[config.mk]
export PLATFORM = sky130hd
export DESIGN_NAME = circular_fifo_queue
export DESIGN_NICKNAME = d
export VERILOG_FILES = /design/src/hw/rtl/cfq_pkg.sv /design/src/hw/rtl/cfq_ram.sv /design/src/hw/rtl/cfq_ctrl.sv /design/src/hw/rtl/circular_fifo_queue.sv
export SDC_FILE = /design/constraint.sdc
export NUM_CORES = 1
export LEC_CHECK = 0
export ABC_AREA = 1
export BUFFER_PORTS_ARGS = -buffer_cell sky130_fd_sc_hd__buf_4
export CAP_MARGIN = 40
export CORE_MARGIN = 2
export CORE_UTILIZATION = 60
export DETAILED_ROUTE_END_ITERATION = 12
export GPL_TIMING_DRIVEN = 1
export MAX_ROUTING_LAYER = met4
export PLACE_DENSITY = 0.77
export SETUP_SLACK_MARGIN = 0.02
export SYNTH_ARGS = -nofsm -noshare
export SYNTH_HDL_FRONTEND = slang
export SYNTH_SLANG_ARGS = --single-unit
[constraint.sdc]
create_clock -name clk -period 8.8 [get_ports clk]
set_input_delay 1.32 -clock clk [delete_from_list [all_inputs] [get_ports clk]]
set_output_delay 1.32 -clock clk [all_outputs]
set_load 0.1 [all_outputs]
[src/hw/rtl/cfq_pkg.sv]
// Shared types, codes and constants of the circular FIFO queue.
package cfq_pkg;

	localparam int DEPTH_DEF   = 16;  // default storage depth
	localparam int CAP_W       = 5;   // capacity and held count width
	localparam int DATA_W      = 32;  // stored word width
	localparam int POS_W       = 4;   // reported slot index width
	localparam int SHOW_MAX    = 16;  // most results one show gives
	localparam int CAP_RST_MAX = 16;  // capacity after reset, at most

	typedef enum logic [1:0] {
		KIND_INSERT = 2'd0,
		KIND_REMOVE = 2'd1,
		KIND_SHOW   = 2'd2
	} kind_t;

	typedef enum logic [1:0] {
		ST_OK    = 2'd0,
		ST_FULL  = 2'd1,
		ST_EMPTY = 2'd2
	} status_t;

	typedef enum logic {
		S_IDLE = 1'b0,
		S_RUN  = 1'b1
	} state_t;

	typedef struct packed {
		logic             wr;
		logic [CAP_W-1:0] cap_new;
	} cfg_wr_t;

	typedef struct packed {
		logic             busy;
		logic [CAP_W-1:0] held;
	} ctrl_stat_t;

	function automatic logic [CAP_W-1:0] cap_reset(input int depth);
		return (depth < CAP_RST_MAX) ? CAP_W'(depth) : CAP_W'(CAP_RST_MAX);
	endfunction

endpackage

[src/hw/rtl/cfq_ram.sv]
// Slot storage: one write port, one registered read port.
module cfq_ram #(
	parameter int DEPTH  = cfq_pkg::DEPTH_DEF,
	parameter int DATA_W = cfq_pkg::DATA_W,
	localparam int AW    = (DEPTH > 1) ? $clog2(DEPTH) : 1
) (
	input  logic              clk,
	input  logic              we,
	input  logic [AW-1:0]     waddr,
	input  logic [DATA_W-1:0] wdata,
	input  logic              re,
	input  logic [AW-1:0]     raddr,
	output logic [DATA_W-1:0] rdata
);

	logic [DATA_W-1:0] mem [DEPTH];

	always_ff @(posedge clk) begin
		if (we) begin
			mem[waddr] <= wdata;
		end
		if (re) begin
			rdata <= mem[raddr];
		end
	end

endmodule

[src/hw/rtl/cfq_ctrl.sv]
// Queue controller: pointers, held count, read sequencing and output register.
module cfq_ctrl #(
	parameter int DEPTH = cfq_pkg::DEPTH_DEF,
	localparam int AW   = (DEPTH > 1) ? $clog2(DEPTH) : 1
) (
	input  logic                        clk,
	input  logic                        arst_n,
	input  logic [cfq_pkg::CAP_W-1:0]   cap,
	input  cfq_pkg::cfg_wr_t            cfg,
	input  logic                        in_valid,
	output logic                        in_ready,
	input  logic [1:0]                  in_kind,
	input  logic [cfq_pkg::DATA_W-1:0]  in_data,
	output logic                        out_valid,
	input  logic                        out_ready,
	output logic [1:0]                  out_status,
	output logic [cfq_pkg::DATA_W-1:0]  out_value,
	output logic [cfq_pkg::POS_W-1:0]   out_front,
	output logic [cfq_pkg::POS_W-1:0]   out_rear,
	output logic                        out_last,
	output logic                        mem_we,
	output logic [AW-1:0]               mem_waddr,
	output logic [cfq_pkg::DATA_W-1:0]  mem_wdata,
	output logic                        mem_re,
	output logic [AW-1:0]               mem_raddr,
	input  logic [cfq_pkg::DATA_W-1:0]  mem_rdata,
	output cfq_pkg::ctrl_stat_t         stat
);

	localparam int CW = cfq_pkg::CAP_W;
	localparam logic [CW-1:0] CAP_RST = cfq_pkg::cap_reset(DEPTH);

	function automatic logic [AW-1:0] wrap_next(input logic [AW-1:0] i,
	                                            input logic [CW-1:0] c);
		logic [CW:0] n;
		n = (CW+1)'(i) + (CW+1)'(1);
		return (n >= {1'b0, c}) ? '0 : AW'(n);
	endfunction

	cfq_pkg::state_t state_q, state_d;
	logic [AW-1:0]   front_q, front_d, rear_q, rear_d, pos_q, pos_d;
	logic [CW-1:0]   held_q, held_d, cnt_q, cnt_d, lim_q, lim_d;
	logic            show_q, show_d, pend_q, pend_d, plast_q, plast_d;
	logic            ov_q, ov_d;

	// output payload
	logic [1:0]                 ostat_q;
	logic [cfq_pkg::DATA_W-1:0] oval_q;
	logic [cfq_pkg::POS_W-1:0]  ofront_q, orear_q;
	logic                       olast_q;

	logic                       ld;
	logic [1:0]                 ld_stat;
	logic [cfq_pkg::DATA_W-1:0] ld_val;
	logic [cfq_pkg::POS_W-1:0]  ld_front, ld_rear;
	logic                       ld_last;

	logic out_free, accept, load, more, issue;

	assign out_free = !ov_q || out_ready;
	assign in_ready = (state_q == cfq_pkg::S_IDLE) && out_free;
	assign accept   = in_valid && in_ready;
	assign load     = (state_q == cfq_pkg::S_RUN) && pend_q && out_free;
	assign more     = (cnt_q != lim_q);
	assign issue    = (state_q == cfq_pkg::S_RUN) && more && (!pend_q || load);

	always_comb begin
		state_d   = state_q;
		front_d   = front_q;
		rear_d    = rear_q;
		held_d    = held_q;
		pos_d     = pos_q;
		cnt_d     = cnt_q;
		lim_d     = lim_q;
		show_d    = show_q;
		pend_d    = pend_q;
		plast_d   = plast_q;
		ov_d      = ov_q && !out_ready;
		ld        = 1'b0;
		ld_stat   = cfq_pkg::ST_OK;
		ld_val    = '0;
		ld_front  = '0;
		ld_rear   = '0;
		ld_last   = 1'b1;
		mem_we    = 1'b0;
		mem_waddr = wrap_next(rear_q, cap);
		mem_wdata = in_data;
		mem_re    = 1'b0;
		mem_raddr = pos_q;

		case (state_q)
			cfq_pkg::S_IDLE: begin
				if (accept) begin
					case (in_kind)
						cfq_pkg::KIND_INSERT: begin
							if (held_q >= cap) begin
								ld      = 1'b1;
								ld_stat = cfq_pkg::ST_FULL;
							end else begin
								mem_we = 1'b1;
								rear_d = wrap_next(rear_q, cap);
								held_d = held_q + CW'(1);
							end
						end
						cfq_pkg::KIND_REMOVE: begin
							if (held_q == '0) begin
								ld      = 1'b1;
								ld_stat = cfq_pkg::ST_EMPTY;
							end else begin
								pos_d   = front_q;
								cnt_d   = '0;
								lim_d   = CW'(1);
								show_d  = 1'b0;
								state_d = cfq_pkg::S_RUN;
								// last word out: pointers go back home
								if (held_q == CW'(1)) begin
									front_d = '0;
									rear_d  = AW'(cap - CW'(1));
									held_d  = '0;
								end else begin
									front_d = wrap_next(front_q, cap);
									held_d  = held_q - CW'(1);
								end
							end
						end
						cfq_pkg::KIND_SHOW: begin
							if (held_q == '0) begin
								ld      = 1'b1;
								ld_stat = cfq_pkg::ST_EMPTY;
							end else begin
								pos_d   = front_q;
								cnt_d   = '0;
								lim_d   = (held_q > CW'(cfq_pkg::SHOW_MAX)) ?
								          CW'(cfq_pkg::SHOW_MAX) : held_q;
								show_d  = 1'b1;
								state_d = cfq_pkg::S_RUN;
							end
						end
						default: begin
						end
					endcase
				end
			end
			cfq_pkg::S_RUN: begin
				if (load) begin
					ld       = 1'b1;
					ld_stat  = cfq_pkg::ST_OK;
					ld_val   = mem_rdata;
					ld_front = show_q ? cfq_pkg::POS_W'(front_q) : '0;
					ld_rear  = show_q ? cfq_pkg::POS_W'(rear_q) : '0;
					ld_last  = plast_q;
					pend_d   = 1'b0;
				end
				if (issue) begin
					mem_re  = 1'b1;
					pos_d   = wrap_next(pos_q, cap);
					cnt_d   = cnt_q + CW'(1);
					pend_d  = 1'b1;
					plast_d = show_q ? (cnt_q + CW'(1) == held_q) : 1'b1;
				end
				if (!more && (!pend_q || load)) begin
					state_d = cfq_pkg::S_IDLE;
				end
			end
			default: begin
				state_d = cfq_pkg::S_IDLE;
			end
		endcase

		if (ld) begin
			ov_d = 1'b1;
		end

		// a new capacity empties the queue
		if (cfg.wr) begin
			front_d = '0;
			rear_d  = AW'(cfg.cap_new - CW'(1));
			held_d  = '0;
		end
	end

	always_ff @(posedge clk or negedge arst_n) begin
		if (!arst_n) begin
			state_q <= cfq_pkg::S_IDLE;
			front_q <= '0;
			rear_q  <= AW'(CAP_RST - CW'(1));
			held_q  <= '0;
			pos_q   <= '0;
			cnt_q   <= '0;
			lim_q   <= '0;
			show_q  <= 1'b0;
			pend_q  <= 1'b0;
			plast_q <= 1'b0;
			ov_q    <= 1'b0;
		end else begin
			state_q <= state_d;
			front_q <= front_d;
			rear_q  <= rear_d;
			held_q  <= held_d;
			pos_q   <= pos_d;
			cnt_q   <= cnt_d;
			lim_q   <= lim_d;
			show_q  <= show_d;
			pend_q  <= pend_d;
			plast_q <= plast_d;
			ov_q    <= ov_d;
		end
	end

	always_ff @(posedge clk) begin
		if (ld) begin
			ostat_q  <= ld_stat;
			oval_q   <= ld_val;
			ofront_q <= ld_front;
			orear_q  <= ld_rear;
			olast_q  <= ld_last;
		end
	end

	assign out_valid  = ov_q;
	assign out_status = ostat_q;
	assign out_value  = oval_q;
	assign out_front  = ofront_q;
	assign out_rear   = orear_q;
	assign out_last   = olast_q;

	assign stat.busy = (state_q != cfq_pkg::S_IDLE);
	assign stat.held = held_q;

endmodule

[src/hw/rtl/circular_fifo_queue.sv]
// Top level of the circular FIFO queue: capacity register, controller and slot memory.
//
// Ring-buffer queue of signed 32-bit words held in a DEPTH-entry synchronous memory,
// of which the first "capacity" slots are used. Each input item carries an operation
// in s_tuser (insert, remove, show) and a word in s_tdata. A successful insert gives
// no result. An insert into a full queue, and a remove or show on an empty one, give
// one status-only result. A remove runs in steps before the next item can be accepted:
// accept and move the pointers, read the memory, load the output register. A show of
// n held words (at most 16 results) streams them out one per cycle while m_tready
// stays high, paced by the single memory read port and its registered read; the run
// stalls without loss while m_tready is low. Results wait in an output register, so
// the next item is accepted in the same cycle that the pending result is taken. The
// user must write the capacity through the cfg channel only while the queue is idle;
// the block itself does not enforce it. Zero is taken as one, values above DEPTH as
// DEPTH, and every write empties the queue while keeping the slot contents. After
// reset the capacity is the smaller of DEPTH and 16.
module circular_fifo_queue #(
	parameter int DEPTH = cfq_pkg::DEPTH_DEF
) (
	input  logic        clk,
	input  logic        arst_n,
	// input items
	input  logic        s_tvalid,
	output logic        s_tready,
	input  logic [31:0] s_tdata,   // [31:0] data
	input  logic [1:0]  s_tuser,   // [1:0] kind
	// result items
	output logic        m_tvalid,
	input  logic        m_tready,
	output logic [39:0] m_tdata,   // [31:0] value, [35:32] front_pos, [39:36] rear_pos
	output logic [1:0]  m_tuser,   // [1:0] status
	output logic        m_tlast,   // last
	// capacity register write
	input  logic        cfg_valid,
	output logic        cfg_ready,
	input  logic [4:0]  cfg_data   // [4:0] capacity
);

	localparam int CW = cfq_pkg::CAP_W;
	localparam int AW = (DEPTH > 1) ? $clog2(DEPTH) : 1;

	logic [CW-1:0]              cap_q;
	logic [CW-1:0]              cap_clamped;
	cfq_pkg::cfg_wr_t           cfg_wr;
	cfq_pkg::ctrl_stat_t        stat;

	logic                       mem_we, mem_re;
	logic [AW-1:0]              mem_waddr, mem_raddr;
	logic [cfq_pkg::DATA_W-1:0] mem_wdata, mem_rdata;

	logic [cfq_pkg::POS_W-1:0]  out_front, out_rear;
	logic [cfq_pkg::DATA_W-1:0] out_value;

	// Always take configuration; the user must send it only while idle, and the block does not enforce it.
	assign cfg_ready = 1'b1;

	// Clamp the written capacity into 1..DEPTH.
	always_comb begin
		if (cfg_data == '0) begin
			cap_clamped = CW'(1);
		end else if (int'(cfg_data) > DEPTH) begin
			cap_clamped = CW'(DEPTH);
		end else begin
			cap_clamped = cfg_data;
		end
	end

	assign cfg_wr.wr      = cfg_valid && cfg_ready;
	assign cfg_wr.cap_new = cap_clamped;

	always_ff @(posedge clk or negedge arst_n) begin
		if (!arst_n) begin
			cap_q <= cfq_pkg::cap_reset(DEPTH);
		end else if (cfg_wr.wr) begin
			cap_q <= cap_clamped;
		end
	end

	cfq_ctrl #(
		.DEPTH(DEPTH)
	) u_ctrl (
		.clk        (clk),
		.arst_n     (arst_n),
		.cap        (cap_q),
		.cfg        (cfg_wr),
		.in_valid   (s_tvalid),
		.in_ready   (s_tready),
		.in_kind    (s_tuser),
		.in_data    (s_tdata),
		.out_valid  (m_tvalid),
		.out_ready  (m_tready),
		.out_status (m_tuser),
		.out_value  (out_value),
		.out_front  (out_front),
		.out_rear   (out_rear),
		.out_last   (m_tlast),
		.mem_we     (mem_we),
		.mem_waddr  (mem_waddr),
		.mem_wdata  (mem_wdata),
		.mem_re     (mem_re),
		.mem_raddr  (mem_raddr),
		.mem_rdata  (mem_rdata),
		.stat       (stat)
	);

	cfq_ram #(
		.DEPTH  (DEPTH),
		.DATA_W (cfq_pkg::DATA_W)
	) u_ram (
		.clk   (clk),
		.we    (mem_we),
		.waddr (mem_waddr),
		.wdata (mem_wdata),
		.re    (mem_re),
		.raddr (mem_raddr),
		.rdata (mem_rdata)
	);

	assign m_tdata = {out_rear, out_front, out_value};

	// Capacity stays inside 1..DEPTH.
	a_cap_range: assert property (@(posedge clk) disable iff (!arst_n)
		cap_q != '0 && int'(cap_q) <= DEPTH)
		else $error("capacity out of range");

	// The queue never holds more words than its capacity.
	a_held_le_cap: assert property (@(posedge clk) disable iff (!arst_n)
		stat.held <= cap_q)
		else $error("held count above capacity");

	// No item is taken while a remove or show is still being sequenced.
	a_no_accept_busy: assert property (@(posedge clk) disable iff (!arst_n)
		s_tvalid && s_tready |-> !stat.busy)
		else $error("item accepted while busy");

	// An insert into a queue with room adds exactly one word.
	a_insert_count: assert property (@(posedge clk) disable iff (!arst_n)
		s_tvalid && s_tready && s_tuser == cfq_pkg::KIND_INSERT
		&& stat.held < cap_q && !cfg_valid
		|=> stat.held == $past(stat.held) + CW'(1))
		else $error("insert did not advance held count");

endmodule

[Word level (Yosys, flattened, before mapping)]
Memory sizes are Yosys's and may differ from the RTL's. A register that Yosys moved wholly into a read port is not among the register bits.
Cells that the tools add are included.
Word-level totals
  word-level logic and storage cells: 151
  memories kept: 1
  bits in registers: 80
  memory bits (writable): 512
Memory list
  u_ram.mem: depth 16, bits a word 32, rd ports 1, clocked after Yosys merged registers in 1, write ports 1, line cfq_ram.sv:16  | logic [DATA_W-1:0] mem [DEPTH];
Operators by class
  equal/unequal tests: 16
  mux-type cells: 70
  $add $sub $neg: 8
  bitwise gates (word level): 1
  reductions and logical operators: 32
  order comparisons: 6
Operators by type and width (number)
  two-way mux 4 bit: 19
  two-way mux 5 bit: 15
  case mux 5 bit (2 select lines): 3
  two-way mux 1 bit: 23
  greater-or-equal comparator 5 bit: 4
  case mux 4 bit (2 select lines): 2
  adder 4 x 1 -> 5 bit, second input constant: 3
  != test 2 bit, second input constant: 7
  adder 5 x 1 -> 5 bit, second input constant: 2
  > comparator 5 bit, second input constant: 2
  zero test 5 bit: 2
  AND reduction 5 bit: 2
  logical AND 1 bit: 8
  case mux 1 bit (2 select lines): 4
  case mux 2 bit (2 select lines): 2
  AND reduction 4 bit: 2
  nonzero test 2 bit: 4
  subtractor 4 x 1 -> 4 bit, second input constant: 2
  != test 3 bit, second input constant: 2
  AND reduction 2 bit: 3
  AND reduction 6 bit: 1
  equality test 5 x 1 -> 1 bit, second input constant: 1
  equality test 5 bit: 1
  != test 5 bit: 1
  13 further kinds: 18

[Longest topological paths before layout]
  depth after elaboration: 9
  gate-level depth with buffers: 14
  mapped depth without buffers: 13

[Modules after synthesis]
A second synthesis with hierarchy kept.
Second synthesis, totals
  cell total of the unflattened synthesis: 2717
  area total of the unflattened synthesis: 28103.2 um^2
By module, submodules not included
  cfq_ram: cells each 2120, area an instance 23064.6 um^2, times used 1
  cfq_ctrl: cells each 562, area an instance 4775.8 um^2, times used 1
  circular_fifo_queue: cells each 35, area an instance 262.8 um^2, times used 1

[Worst setup path after synthesis]
OpenSTA, ideal clock, no wires.
  path kind: input-to-output
  start: in m_tready
  end: out s_tready
  arrival: 2.807 ns
  slack: 4.673 ns
  required time: 7.480 ns
  buffers on the path: 0
  stages: 2
  cell sequence: inv_1 -> a21oi_1
On the way
  longest elaborated chain between the ends: 2
Ends and longest elaborated chain
  from (decl): line circular_fifo_queue.sv:29  | input logic m_tready,
  logical OR 1 bit: line cfq_ctrl.sv:60  | assign out_free = !ov_q || out_ready;
  logical AND 1 bit: line cfq_ctrl.sv:61  | assign in_ready = (state_q == cfq_pkg::S_IDLE) && out_free;
  to (decl): line circular_fifo_queue.sv:24  | output logic s_tready,
No other way between the ends.

[Worst setup path after layout]
  start: reg u_ctrl.rear_q[0]
  end: mem u_ram.mem[7][21] (enable)
On the way
  longest elaborated chain between the ends: 3
Ends and longest elaborated chain
  from (decl): line cfq_ctrl.sv:41  | logic [AW-1:0] front_q, front_d, rear_q, rear_d, pos_q, pos_d;
  from (signal assigned): line cfq_ctrl.sv:186  | rear_q <= AW'(CAP_RST - CW'(1));
  from (signal assigned): line cfq_ctrl.sv:198  | rear_q <= rear_d;
  adder 4 x 1 -> 5 bit (*): line cfq_ctrl.sv:36  | n = (CW+1)'(i) + (CW+1)'(1);
  greater-or-equal comparator 5 bit: line cfq_ctrl.sv:37  | return (n >= {1'b0, c}) ? '0 : AW'(n);
  two-way mux 4 bit (*): line cfq_ctrl.sv:37
  to (decl): line cfq_ram.sv:16
Mark *: on every way between the ends. The rest lies on a longest branch, timed or not.

==> results.yml <==
layout:
  drive_gt1_share_pct: 11.73
  final_cell_mix: "587 x edfxtp_1, 452 x nor2_1, 239 x o21ai_0"
  regArea_um2: 18570
  fill_cells: 2931
  syn2layout_area_growth_pct: 12.32
  final_util_pct: 67.85
  fin_nets: 2245
  finalNonFillerCells: 2763
  final_common_cell: "edfxtp_1"
  multiInputGateArea_um2: 6365
timing:
  period_needed_ns: 3.735
  fmax_mhz: 267.7
  hold_ws_ns: 0.4880
  rsz0062_at_grt: "false"
  finalSetupTns_ns: 0
  slew_violations: 0
  timing.slew.headroom_pct: 38.98
  setup_violations: 0
  worst_pin_slew_ns: 0.9153
  finalWorstSetupSlack_ns: 5.065
  final_hold_viol_count: 0
  finalCritPeriodShare_pct: 42.44
  fin_skew_ns: 0.04605
critical_path:
  crit_type: "reg2reg"
  path_cells: "ha_1 > xor2_1 > ha_1 > nand2_1 > a21oi_1 > nor2_1 > nand3_1 > inv_1 > nand3_1 > nor2_4 > buf_4"
  cp-end-kind: "register"
  cp.arrival_ns: 4.03
  critPathLaunchType: "register"
  crit_buf_inv: 2
  critPathMaxStageDelay_ns: 0.60
  critical_path.top_delay_family: "simple AND/OR/NAND/NOR gates"
  slowest_stage: "dfstp_2"
  cp_max_fo: 17
  worstPathRequired_ns: 9.09
  r2r_slack_ns: 5.07
  reg2reg_depth: 11
  worst-path-stages: 11
yosys:
  post_synth_num_cell_types: 45
  yosys.area.top_type_share_pct: 68.20
  synth-edff-count: 587
  synthXorXnorAreaFrac_pct: 0.4066
  syn_inst: 2102
  synth_top_family_by_area: "simple AND/OR/NAND/NOR gates"
  synth.area.top_cells: "edfxtp_1 68%, nor2_1 6.8%, o21ai_0 4.6%"
  syn_avg_cell_area_um2: 12.30
  async_flop_share_pct: 5.929
  yosysTopAreaCell: "edfxtp_1"
  ys.flop_type: "edfxtp_1"
  yosysWarnings: 0
  synth-compound-area-share_pct: 10.13
  synth.area.mux_share_pct: 0.03873
  syn-num-nets: 2180
  synth-simple-area-share_pct: 11.92
  ys_seq_area_share_pct: 71.80
  syn-cell-area_um2: 25850
  synth-seq-cells: 624
  synth_fa_ha_area_share_pct: 1.646
drt:
  wl_um: 56810
  vias: 16517
  wl_per_cell_um: 20.56
  viasPerCell: 5.978
  ant_nets: 0
  drt_first_pass_iters: 6
  drc: 0
  drt-initial-drc-count: 1945
pwr:
  share_seq_of_total_power_pct: 41.5
  netSwitchingPower_uw: 3257
  cellPowerDensity_nw_per_um2: 306.1
  power.leakage_uw: 0.01026
  power_frac_clock_pct: 27.4
  irDropWorstVdd_uv: 254.5
  pwr-share-comb_pct: 31.0
  p_sw_share_pct: 36.65
  p_int_uw: 5629
grt:
  globalRoute.busiestLayer: "met2"
  grt_pass1_vias: 16296
  grt_max_degree: 96
  grt_overflow_total: 0
  grtUsageMet3_pct: 4.258
  grt_use_met2_pct: 42.70
  antenna_found_initial: 1
  grt_util_all_layers_pct: 26.53
  grt_pass1_wl_um: 88180
  met1_usage_pct: 34.81
place:
  dpl.hpwl_um: 32970
  pre_cts_slack_ns: 4.801
  portBuffers: 88
  gp_congestion: 0.9175
  dp_cells: 2651
clocking:
  cts.repair.resized: 0
  path_clk_slew_ns: 0.06
  cts_buffers: 60
  cts-root-buf: "clkbuf_16"
  cts.sinks: 624
  clk_latency_ns: 0.65
  cts-hold-fix-buffers: 0
  cts_buffer_depth: 3
  cts_tree: "done"
  h-tree-depth: 2
  post_cts_buffers: 0
floorplanning:
  fp.coreArea_um2: 42790
  ioPinCount: 90
  die_area_um2: 44760
  rows: 76
  fp.dieH_um: 211.6
  start_util_pct: 60.40
  die_w_um: 211.6
worst_hold_path:
  min_path_type: "reg2reg"
  holdPathStages: 2
status:
  status: "complete, no violations"
job:
  maxCapViolations: 0
path summary, 6_finish.rpt:
path                                        from                   to
worst max-delay path            u_ctrl.rear_q[0]     u_ram.mem[7][21]
worst min-delay path                    cap_q[1]             cap_q[1]
worst max register to register  u_ctrl.rear_q[0]     u_ram.mem[7][21]
worst min register to register          cap_q[1]             cap_q[1]
max in group asynchronous                 arst_n  u_ctrl.mem_raddr[1]
min in group asynchronous                 arst_n    u_ctrl.front_q[3]
stage by stage:
stage | area, µm² | total power [µW]
2_1_floorplan | 25850 | 5826
3_3_place_gp | 26810 | 6345
3_5_place_dp | 27150 | 6489
4_1_cts | 29030 | 8921
5_1_grt | 29030 | 9318
6_report | 29030 | 8886
Yosys cell counts, types with 3 or more instances:
master    instances
inv_2             5
nand4_1          10
edfxtp_1        587
buf_6            13
o21ai_1          49
buf_4             8
o211ai_2          6
clkbuf_1         49
dfstp_2           5
o211ai_1        123
dfrtp_1          32
o22ai_1           4
nor2_1          468
o21ai_2           6
ha_1             34
a21oi_1          14
nand3_1          92
xor2_1            8
xnor2_1           4
nand2_1         179
buf_1             8
o21ai_0         239
inv_1            94
buf_2            37
nor2_2            3
cell families (layout without fill, tap and decap cells):
logic type / Yosys count / count (layout)
simple gates: 765 / 765
flops: 624 / 624
mux: 1 / 1
other cells: 1 / 2
buf+inv: 220 / 334
fa+ha+maj: 34 / 34
xor+xnor: 12 / 12
compound gates: 445 / 445
worst min-delay path, stage by stage (launching register included):
cell	delay, ns
dfrtp_1	0.34
nand2_1	0.05
o21ai_0	0.06
layout make-up:
class / instances / area share [%]
sequential: 624 / 63.97
multi-input combinational: 1258 / 21.92
clock buffer: 80 / 5.504
timing repair buffer: 121 / 3.939
tap: 546 / 2.353
inverter: 102 / 1.345
clock inverter: 31 / 0.9568
antenna: 1 / 0.008620
power groups by stage:
stage          registers, µW  logic [µW]  clock network, µW
6_report                3690        2760               2440
5_1_grt                 3710        3020               2590
4_1_cts                 3690        2770               2470
3_5_place_dp            3750        2740                  0
3_3_place_gp            3780        2570                  0
2_1_floorplan           4210        1620                  0
layer usage:
| layer | part of all wire, % | up-vias |
|---|---|---|
| li1 | - | 7631 |
| met1 | 41 | 8005 |
| met2 | 49 | 752 |
| met3 | 7.9 | 129 |
| met4 | 2.8 | 0 |
| met5 | 0 | - |
flip-flops by register name, indices dropped and copies added (netlist names), 2 cells and up:
name,flops
u_ram.mem,512
u_ctrl.out_value,32
u_ram.rdata,32
cap_q,5
u_ctrl.cnt_q,5
u_ctrl.held_q,5
u_ctrl.lim_q,5
u_ctrl.front_q,4
u_ctrl.mem_raddr,4
u_ctrl.out_front,4
u_ctrl.out_rear,4
u_ctrl.rear_q,4
u_ctrl.out_status,2
(Power assumes the default switching activity.)
